`config.mk`:
```
export PLATFORM = sky130hd
export DESIGN_NAME = pdsf_front
export DESIGN_NICKNAME = d
export VERILOG_FILES = /design/src/hw/rtl/pdsf_pkg.sv /design/src/hw/rtl/pdsf_front.sv
export SDC_FILE = /design/constraint.sdc
export NUM_CORES = 1
export LEC_CHECK = 0
export BUFFER_PORTS_ARGS = -buffer_cell sky130_fd_sc_hd__buf_2
export CAP_MARGIN = 10
export CORE_UTILIZATION = 28
export DETAILED_ROUTE_END_ITERATION = 12
export HOLD_SLACK_MARGIN = 0.03
export PLACE_DENSITY_LB_ADDON = 0.1
export SLEW_MARGIN = 20
export SYNTH_ARGS = -nofsm -noshare
export SYNTH_HDL_FRONTEND = slang
export SYNTH_SLANG_ARGS = --single-unit
```
`constraint.sdc`:
```
create_clock -name clock -period 8.59 [get_ports clock]
set_clock_uncertainty 0.2 [all_clocks]
set_input_delay 0 -clock clock [delete_from_list [all_inputs] [get_ports clock]]
set_output_delay 0 -clock clock [all_outputs]
set_load 0.05 [all_outputs]
```
`src/hw/rtl/pdsf_pkg.sv`:
```
`default_nettype none
package pdsf_pkg;

   localparam int FracBits = 16;
   localparam int MaxSteps = 1024;
   localparam int StepBits = $clog2(MaxSteps + 1);
   localparam int CsrIdxBits = 3;
   localparam int QueueDepth = 2;

   // Configuration register indexes.
   typedef enum logic [CsrIdxBits-1:0] {
      CSR_GAIN_P   = 3'd0,
      CSR_GAIN_D   = 3'd1,
      CSR_DRY      = 3'd2,
      CSR_VISCOUS  = 3'd3,
      CSR_STEP     = 3'd4
   } csr_idx_type;

   typedef struct packed {
      logic [30:0]        inv_mass;
      logic signed [31:0] damping;
      logic signed [31:0] stiffness;
      logic signed [31:0] bias_force;
      logic signed [31:0] start_pos;
      logic signed [31:0] start_vel;
      logic signed [31:0] target_pos;
      logic signed [31:0] target_vel;
      logic [30:0]        duration;
   } req_type;

   typedef struct packed {
      logic signed [31:0] end_pos;
      logic signed [31:0] end_vel;
      logic               truncated;
   } rsp_type;

   // Classified request as stored in the queue between front and back.
   typedef struct packed {
      req_type     req;
      logic        no_step;
   } job_type;

   typedef struct packed {
      logic [30:0] gain_p;
      logic [30:0] gain_d;
      logic [30:0] dry_friction;
      logic [30:0] viscous_friction;
      logic [30:0] step_time;
   } csr_type;

   // Back-end sequencer states.
   typedef enum logic [4:0] {
      ST_IDLE, ST_ERR, ST_PD1, ST_PD2, ST_PD3, ST_PD4, ST_F0, ST_A0, ST_KF,
      ST_KF2, ST_DT, ST_SDIV, ST_SDIVW, ST_FDIV, ST_FDIVW, ST_SLIP, ST_SLIP2,
      ST_XV1, ST_XV2, ST_XV3, ST_UPD, ST_DONE
   } st_type;

   function automatic logic signed [63:0] sat32(input logic signed [65:0] v);
      logic signed [65:0] hi;
      logic signed [65:0] lo;
      hi = 66'sd2147483647;
      lo = -66'sd2147483648;
      if (v > hi) sat32 = 64'sd2147483647;
      else if (v < lo) sat32 = -64'sd2147483648;
      else sat32 = v[63:0];
   endfunction

endpackage
`default_nettype wire

```
`src/hw/rtl/pdsf_front.sv`:
```
`default_nettype none
// Front end: accepts requests, classifies them and holds them in a short queue.
module pdsf_front
   import pdsf_pkg::*;
(
   input  wire logic    clock,
   input  wire logic    reset,
   input  wire logic    push,
   input  wire req_type req_data,
   output logic         full,
   input  wire logic    job_take,
   output logic         job_valid,
   output job_type      job
);
   localparam int PtrBits = $clog2(QueueDepth);
   job_type              mem_ff [QueueDepth];
   logic [PtrBits-1:0]   wr_ff, rd_ff;
   logic [PtrBits:0]     cnt_ff;
   logic                 do_push, do_pop;
   job_type              new_job;

   assign full = (cnt_ff == (PtrBits+1)'(QueueDepth));
   assign job_valid = (cnt_ff != '0);
   assign do_push = push & ~full;
   assign do_pop = job_take & job_valid;
   assign job = mem_ff[rd_ff];

   // A zero duration runs no step.
   always_comb begin
      new_job.req = req_data;
      new_job.no_step = (req_data.duration == '0);
   end

   always_ff @(posedge clock) begin
      if (reset) begin
         wr_ff <= '0;
         rd_ff <= '0;
         cnt_ff <= '0;
      end else begin
         if (do_push) wr_ff <= wr_ff + 1'b1;
         if (do_pop) rd_ff <= rd_ff + 1'b1;
         cnt_ff <= cnt_ff + (PtrBits+1)'(do_push) - (PtrBits+1)'(do_pop);
      end
      if (do_push) mem_ff[wr_ff] <= new_job;
   end

   assert property (@(posedge clock) disable iff (reset)
      full |-> cnt_ff == (PtrBits+1)'(QueueDepth)) else $error("queue count");
   assert property (@(posedge clock) disable iff (reset)
      (do_push && !do_pop) |=> cnt_ff == $past(cnt_ff) + 1'b1) else $error("push count");
   assert property (@(posedge clock) disable iff (reset)
      (do_pop && !do_push) |=> cnt_ff == $past(cnt_ff) - 1'b1) else $error("pop count");
endmodule
`default_nettype wire

```
==> results_tabular.tex, run 1 <==
\begin{tabular}{lr}
\hline
Metric & Value \\
\hline
\multicolumn{2}{l}{\textbf{Floorplan}} \\
\quad Count of boundary I/O pins & slightly below 600 \\
\quad Effective utilization at floorplan & around 28\% \\
\quad Die Width & 282.0 um \\
\quad Number of placement rows & between 100 and 150 \\
\quad Chip Height & around 280 um \\
\multicolumn{2}{l}{\textbf{CTS}} \\
\quad Cell chosen for the clock root & clkbuf\_16 \\
\quad \# hold bufs at CTS & approximately 530 \\
\quad H-tree depth & 3 \\
\quad CTS-repair resized insts & 0 \\
\quad Clock sink count & just under 600 \\
\quad Max Root-Sink Buffers & 3 \\
\quad Number of post-CTS setup repair buffers & 0 \\
\quad TritonCTS Buffers & 68 \\
\multicolumn{2}{l}{\textbf{Place}} \\
\quad DP HPWL & around 36000 um \\
\quad Number of placed cells counting well taps & 2527 \\
\quad Pre-CTS setup slack & 5.497 ns \\
\quad Routability congestion estimate from global placement & 0.7217 \\
\quad Port bufs & between 500 and 600 \\
\multicolumn{2}{l}{\textbf{Synth}} \\
\quad Area fraction in and, or, nand and nor cells after synthesis & less than 1\% \\
\quad Share of the yosys chip area belonging to registers & 78.95\% \\
\quad Main combinational cell family by area after synthesis & multiplexers \\
\quad Synthesized-area fraction occupied by ao, oa, aoi and oai cells & less than 1\% \\
\quad Cell Area, Synth & roughly 22000 um2 \\
\quad Adder and majority gate portion of the synthesized area & less than 1\% \\
\quad Net count after synthesis & about 1.2k \\
\quad Post-synthesis area per instance & 23.59 um2 \\
\quad Post-synthesis register bit count & 579 \\
\quad Synth warn & 0 \\
\quad Share of synthesized area spent on multiplexers & a little under a fifth \\
\quad Distinct cell type count of the synthesized netlist & 24 \\
\quad Fraction of synthesized cell area in xor and xnor cells & less than 1\% \\
\quad Post-synthesis instance total & about 930 \\
\multicolumn{2}{l}{\textbf{Run status}} \\
\quad Run status & stopped before the end \\
\quad Stopped at & clock tree synthesis (4\_1\_cts) \\
\quad Error message & [ERROR RSZ-0060] Max buffer count reached. \\
\hline
\end{tabular}
-- cells in the mapped netlist --
| library cell | instances | share of area (%) |
|---|---|---|
| a21oi_1 | 1 | 0.023 |
| and2_1 | 1 | 0.029 |
| and3_1 | 1 | 0.029 |
| buf_2 | 5 | 0.11 |
| buf_6 | 27 | 1.4 |
| dfxtp_1 | 5 | 0.46 |
| edfxtp_1 | 574 | 78 |
| ha_1 | 2 | 0.11 |
| inv_1 | 4 | 0.068 |
| mux2_2 | 57 | 2.9 |
| mux2_4 | 230 | 16 |
| nand2_1 | 1 | 0.017 |
| nand2b_1 | 1 | 0.029 |
| nand4_1 | 2 | 0.057 |
| nor2_1 | 4 | 0.068 |
| nor2b_1 | 1 | 0.029 |
| nor3_1 | 2 | 0.046 |
| nor4_1 | 7 | 0.20 |
| o21a_1 | 1 | 0.034 |
| o21ai_0 | 1 | 0.023 |
| or2_2 | 1 | 0.029 |
| or3_1 | 1 | 0.029 |
| xnor2_1 | 1 | 0.040 |
| xor2_1 | 1 | 0.040 |
-- cell families after synthesis --
kind of cell	after synthesis
fa+ha+maj	2
simple gates	22
flops	579
mux	287
xor+xnor	2
buf+inv	36
compound gates	3
-- metrics by stage --
stage	area (um2)	utilization, %
3_5_place_dp	25950	33.50
3_3_place_gp	25950	33.50
2_1_floorplan	21960	-
==> run 2, diff against run 1 <==
CORE_UTILIZATION = 20   (was 28)
HOLD_SLACK_MARGIN = not set   (was 0.03)
PLACE_DENSITY_LB_ADDON = 0.15   (was 0.1)
==> results_tabular.tex, run 2 <==
\begin{tabular}{lr}
\hline
Metric & Value \\
\hline
\multicolumn{2}{l}{\textbf{Place}} \\
\quad Routability congestion estimate from global placement & 0.7144 (-1.0\%) \\
\quad Port bufs & 578 (unchanged) \\
\quad DP HPWL & 36080 um (+0.41\%) \\
\multicolumn{2}{l}{\textbf{Synth}} \\
\quad Async set-or-reset flop fraction in the synthesized netlist & 0\% (unchanged) \\
\quad Cell with the most instances after synthesis & edfxtp\_1 \\
\quad Net count after synthesis & 1223 (unchanged) \\
\quad Cell Area, Synth & 21960 um2 (unchanged) \\
\quad Cell accounting for the most synthesized area & edfxtp\_1 \\
\quad Most used DFF post-synth & edfxtp\_1 \\
\quad Fraction of synthesized cell area taken by the top area cell type & 78.50\% (unchanged) \\
\quad Number of enable-type register cells in the synthesized netlist & 574 (unchanged) \\
\quad Post-synth top cells & edfxtp\_1 (574), mux2\_4 (230), mux2\_2 (57) \\
\quad Post-synthesis instance total & 931 (unchanged) \\
\quad Leading post-synthesis cells by cell area & edfxtp\_1 (78\%), mux2\_4 (16\%), mux2\_2 (2.9\%), buf\_6 (1.4\%), dfxtp\_1 (0.46\%) \\
\quad Post-synthesis area per instance & 23.59 um2 (unchanged) \\
\quad Post-synthesis register bit count & 579 (unchanged) \\
\quad Share of the yosys chip area belonging to registers & 78.95\% (unchanged) \\
\quad Distinct cell type count of the synthesized netlist & 24 (unchanged) \\
\quad Synth warn & 0 (unchanged) \\
\multicolumn{2}{l}{\textbf{Floorplan}} \\
\quad Die Width & 333.4 um (+18\%) \\
\quad Count of boundary I/O pins & 579 (unchanged) \\
\quad Placeable Area & between 100000 and 150000 um2 \\
\quad Effective utilization at floorplan & 20.17\% (-8.2 points) \\
\quad DIE AREA & around 110000 um2 \\
\quad Number of placement rows & 121 (+19\%) \\
\quad Chip Height & 333.4 um (+18\%) \\
\multicolumn{2}{l}{\textbf{CTS}} \\
\quad Clock sink count & 579 (unchanged) \\
\quad H-tree depth & 3 (unchanged) \\
\quad Register clock-pin slew on the reported worst setup and hold paths & roughly 0.06 ns \\
\quad Cell chosen for the clock root & clkbuf\_16 \\
\quad TritonCTS Buffers & 72 (+5.9\%) \\
\quad TritonCTS clock tree & built \\
\quad Clock latency on the worst-skew pair & 0.61 ns \\
\quad Max Root-Sink Buffers & 3 (unchanged) \\
\quad CTS-repair resized insts & 0 (unchanged) \\
\multicolumn{2}{l}{\textbf{STA}} \\
\quad Share of the clock period used by the worst path & between 30 and 40\% \\
\quad Slew margin rel. & 19.96\% \\
\quad Final setup violation count & 0 \\
\quad Slew at the pin closest to its max-slew limit & between 1 and 1.5 ns \\
\quad Maximum clock frequency & between 300 and 400 MHz \\
\quad Final Hold Fails & 0 \\
\quad Unrepaired setup endpoints after global routing & no \\
\quad Worst Hold Slack & between 0.15 and 0.2 ns \\
\quad Final max-slew violation count & 0 \\
\quad Total negative setup slack & 0 ns \\
\quad Clock period minus final worst setup slack & roughly 3.3 ns \\
\multicolumn{2}{l}{\textbf{Final layout}} \\
\quad Post-synthesis to final-layout area growth & 56.45\% \\
\quad FILL cells & approximately 11k \\
\quad Register bank with the most flops & mem\_ff \\
\quad Max FFs per register & 574 \\
\quad Final-stage net count & approximately 2.4k \\
\quad Commonest non-fill, non-tap cell in the layout & buf\_2 \\
\quad Share of post-route cells with drive strength above 1 & around 44\% \\
\quad Final standard cell utilization of the core & around a third \\
\quad Most used cells in the layout excluding fill and tap cells & buf\_2 (578), dlygate4sd3\_1 (577), edfxtp\_1 (574) \\
\quad Footprint of the flip-flops and latches & approximately 17000 um2 \\
\quad Area used by multi-input combinational logic & approximately 4300 um2 \\
\quad Registers with the most flip-flops & mem\_ff (574), cnt\_ff (2) \\
\multicolumn{2}{l}{\textbf{Critical path}} \\
\quad Setup crit start kind & flop \\
\quad Crit path DAT & roughly 3.3 ns \\
\quad Cell family contributing the most delay on the critical path & buffers and inverters \\
\quad Delay contributed by the slowest stage of the critical path & between 0.5 and 0.6 ns \\
\quad WP data required & 8.63 ns \\
\quad Type of the worst setup path & flop to flop \\
\quad Combined buffer and inverter count along the critical path & 4 \\
\quad Length in cells of the worst reg-to-reg path & 6 \\
\quad Cell count along the critical path & 6 \\
\quad Endpoint class of the critical path & flop \\
\quad Ordered list of cells on the worst path & nand2b\_1 -> inv\_1 -> or3\_1 -> inv\_8 -> buf\_12 -> buf\_16 \\
\quad Largest fanout on the critical path & 105 \\
\quad Worst path slowest cell & inv\_8 \\
\multicolumn{2}{l}{\textbf{Global route}} \\
\quad Grt met1 use & between 10\% and 20\% \\
\quad GRT Resource Usage Total & $\sim$10\% \\
\quad Largest net degree at the start of global routing & between 100 and 150 \\
\quad Wire length of the first global-routing pass & approximately 85000 um \\
\quad GR Util met2 & between 10\% and 20\% \\
\quad Number of antenna violations at the first check in global routing & 3 \\
\quad Grt met3 use & around 3.8\% \\
\quad Global route hottest layer & met2 \\
\quad Number of global-route vias before repair & $\sim$14k \\
\quad Leftover overflow at the end of global routing & 0 \\
\multicolumn{2}{l}{\textbf{Routing}} \\
\quad Number of remaining DRC errors & 0 \\
\quad Routed wire per std cell & 15.81 um \\
\quad Drt first pass iters & 6 \\
\quad Overall via count from detail\_route & 13.02k \\
\quad Drt via density & 3.615 \\
\quad Total wire length after detailed routing & between 50000 and 60000 um \\
\quad Violation count after the first detailed-route iteration & around 370 \\
\quad Post-route antenna net violation count & 0 \\
\multicolumn{2}{l}{\textbf{Run status}} \\
\quad Run status & complete, no violations \\
\multicolumn{2}{l}{\textbf{Job}} \\
\quad Count of maximum capacitance violations & 0 \\
\multicolumn{2}{l}{\textbf{Power}} \\
\quad Leak & between 10 and 15 nW \\
\quad Highest ir drop seen on vdd & a little over 300 uV \\
\quad Pwr per Cell Area & $\sim$300 nW/um2 \\
\multicolumn{2}{l}{\textbf{Hold path}} \\
\quad Hold path cells & 5 \\
\quad Hold/Removal Path Class & input pin to flop \\
\hline
\end{tabular}
## run 2: cell counts after synthesis
Identical to the previous run, type by type.
## run 2: worst min-delay path, cell delays in order
cell,delay (ns)
dlygate4sd3_1,0.52
buf_2,0.12
inv_1,0.05
o21ai_0,0.16
a21oi_1,0.06
## run 2: timing repair
action / in CTS / in global routing
endpoints found under the hold margin: 608 / 0
setup buffers: 0 / 0
hold buffers: 577 / 0
## run 2: cells by family (layout without fill, tap and decap cells)
logic type | count (synthesis) | in the layout | synth area share, %
compound gates | 3 | 3 | 0.07974
buf+inv | 36 | 1290 | 1.567
xor+xnor | 2 | 2 | 0.07979
other cells | 0 | 2 | 0
mux | 287 | 287 | 18.65
flops | 579 | 579 | 78.95
simple gates | 22 | 22 | 0.5585
fa+ha+maj | 2 | 2 | 0.1139
## run 2: area by class of cell
class | count | area share, %
well taps | 1414 | 5.150
clock inverters | 36 | 0.6374
inverters | 4 | 0.06556
diodes | 2 | 0.01457
flip-flops and latches | 579 | 50.48
repair buffers | 1164 | 25.67
multi-input cells | 316 | 12.47
clock buffers | 86 | 5.521
## run 2: metrics by stage
step | setup WS, ns | cells | area [um2] | power [mW]
after floorplan | 0.6522 | 931 | 21960 | 6.976
after global placement | 5.390 | 2899 | 26430 | 7.692
after detailed placement | 5.348 | 2899 | 26430 | 7.709
after CTS | 5.307 | 3598 | 34320 | 10.75
after global routing | 5.097 | 3601 | 34350 | 10.98
final | 5.284 | 3601 | 34350 | 10.53
## run 2: per-layer routing
metal,share of wire [%],vias to the layer above
li1,-,6154
met1,39,6389
met3,7.8,87
met4,2.7,2
met5,0.023,-
met2,51,387
## run 2: path summary, 6_finish.rpt
path | from | to | slack, ns
setup / recovery | cnt_ff[0] | mem_ff[0][91] | 5.28
hold / removal | push | wr_ff | 0.15
setup reg to reg | cnt_ff[0] | mem_ff[0][91] | 5.28
hold reg to reg | wr_ff | wr_ff | 0.30
## run 2: power by group
part           leakage (nW)  internal [mW]  switching (mW)
registers              5.40           3.60           0.126
clock network          1.03           1.60            1.15
logic                  6.70           1.33            2.73
No activity file was read; power rests on OpenSTA's default activity.
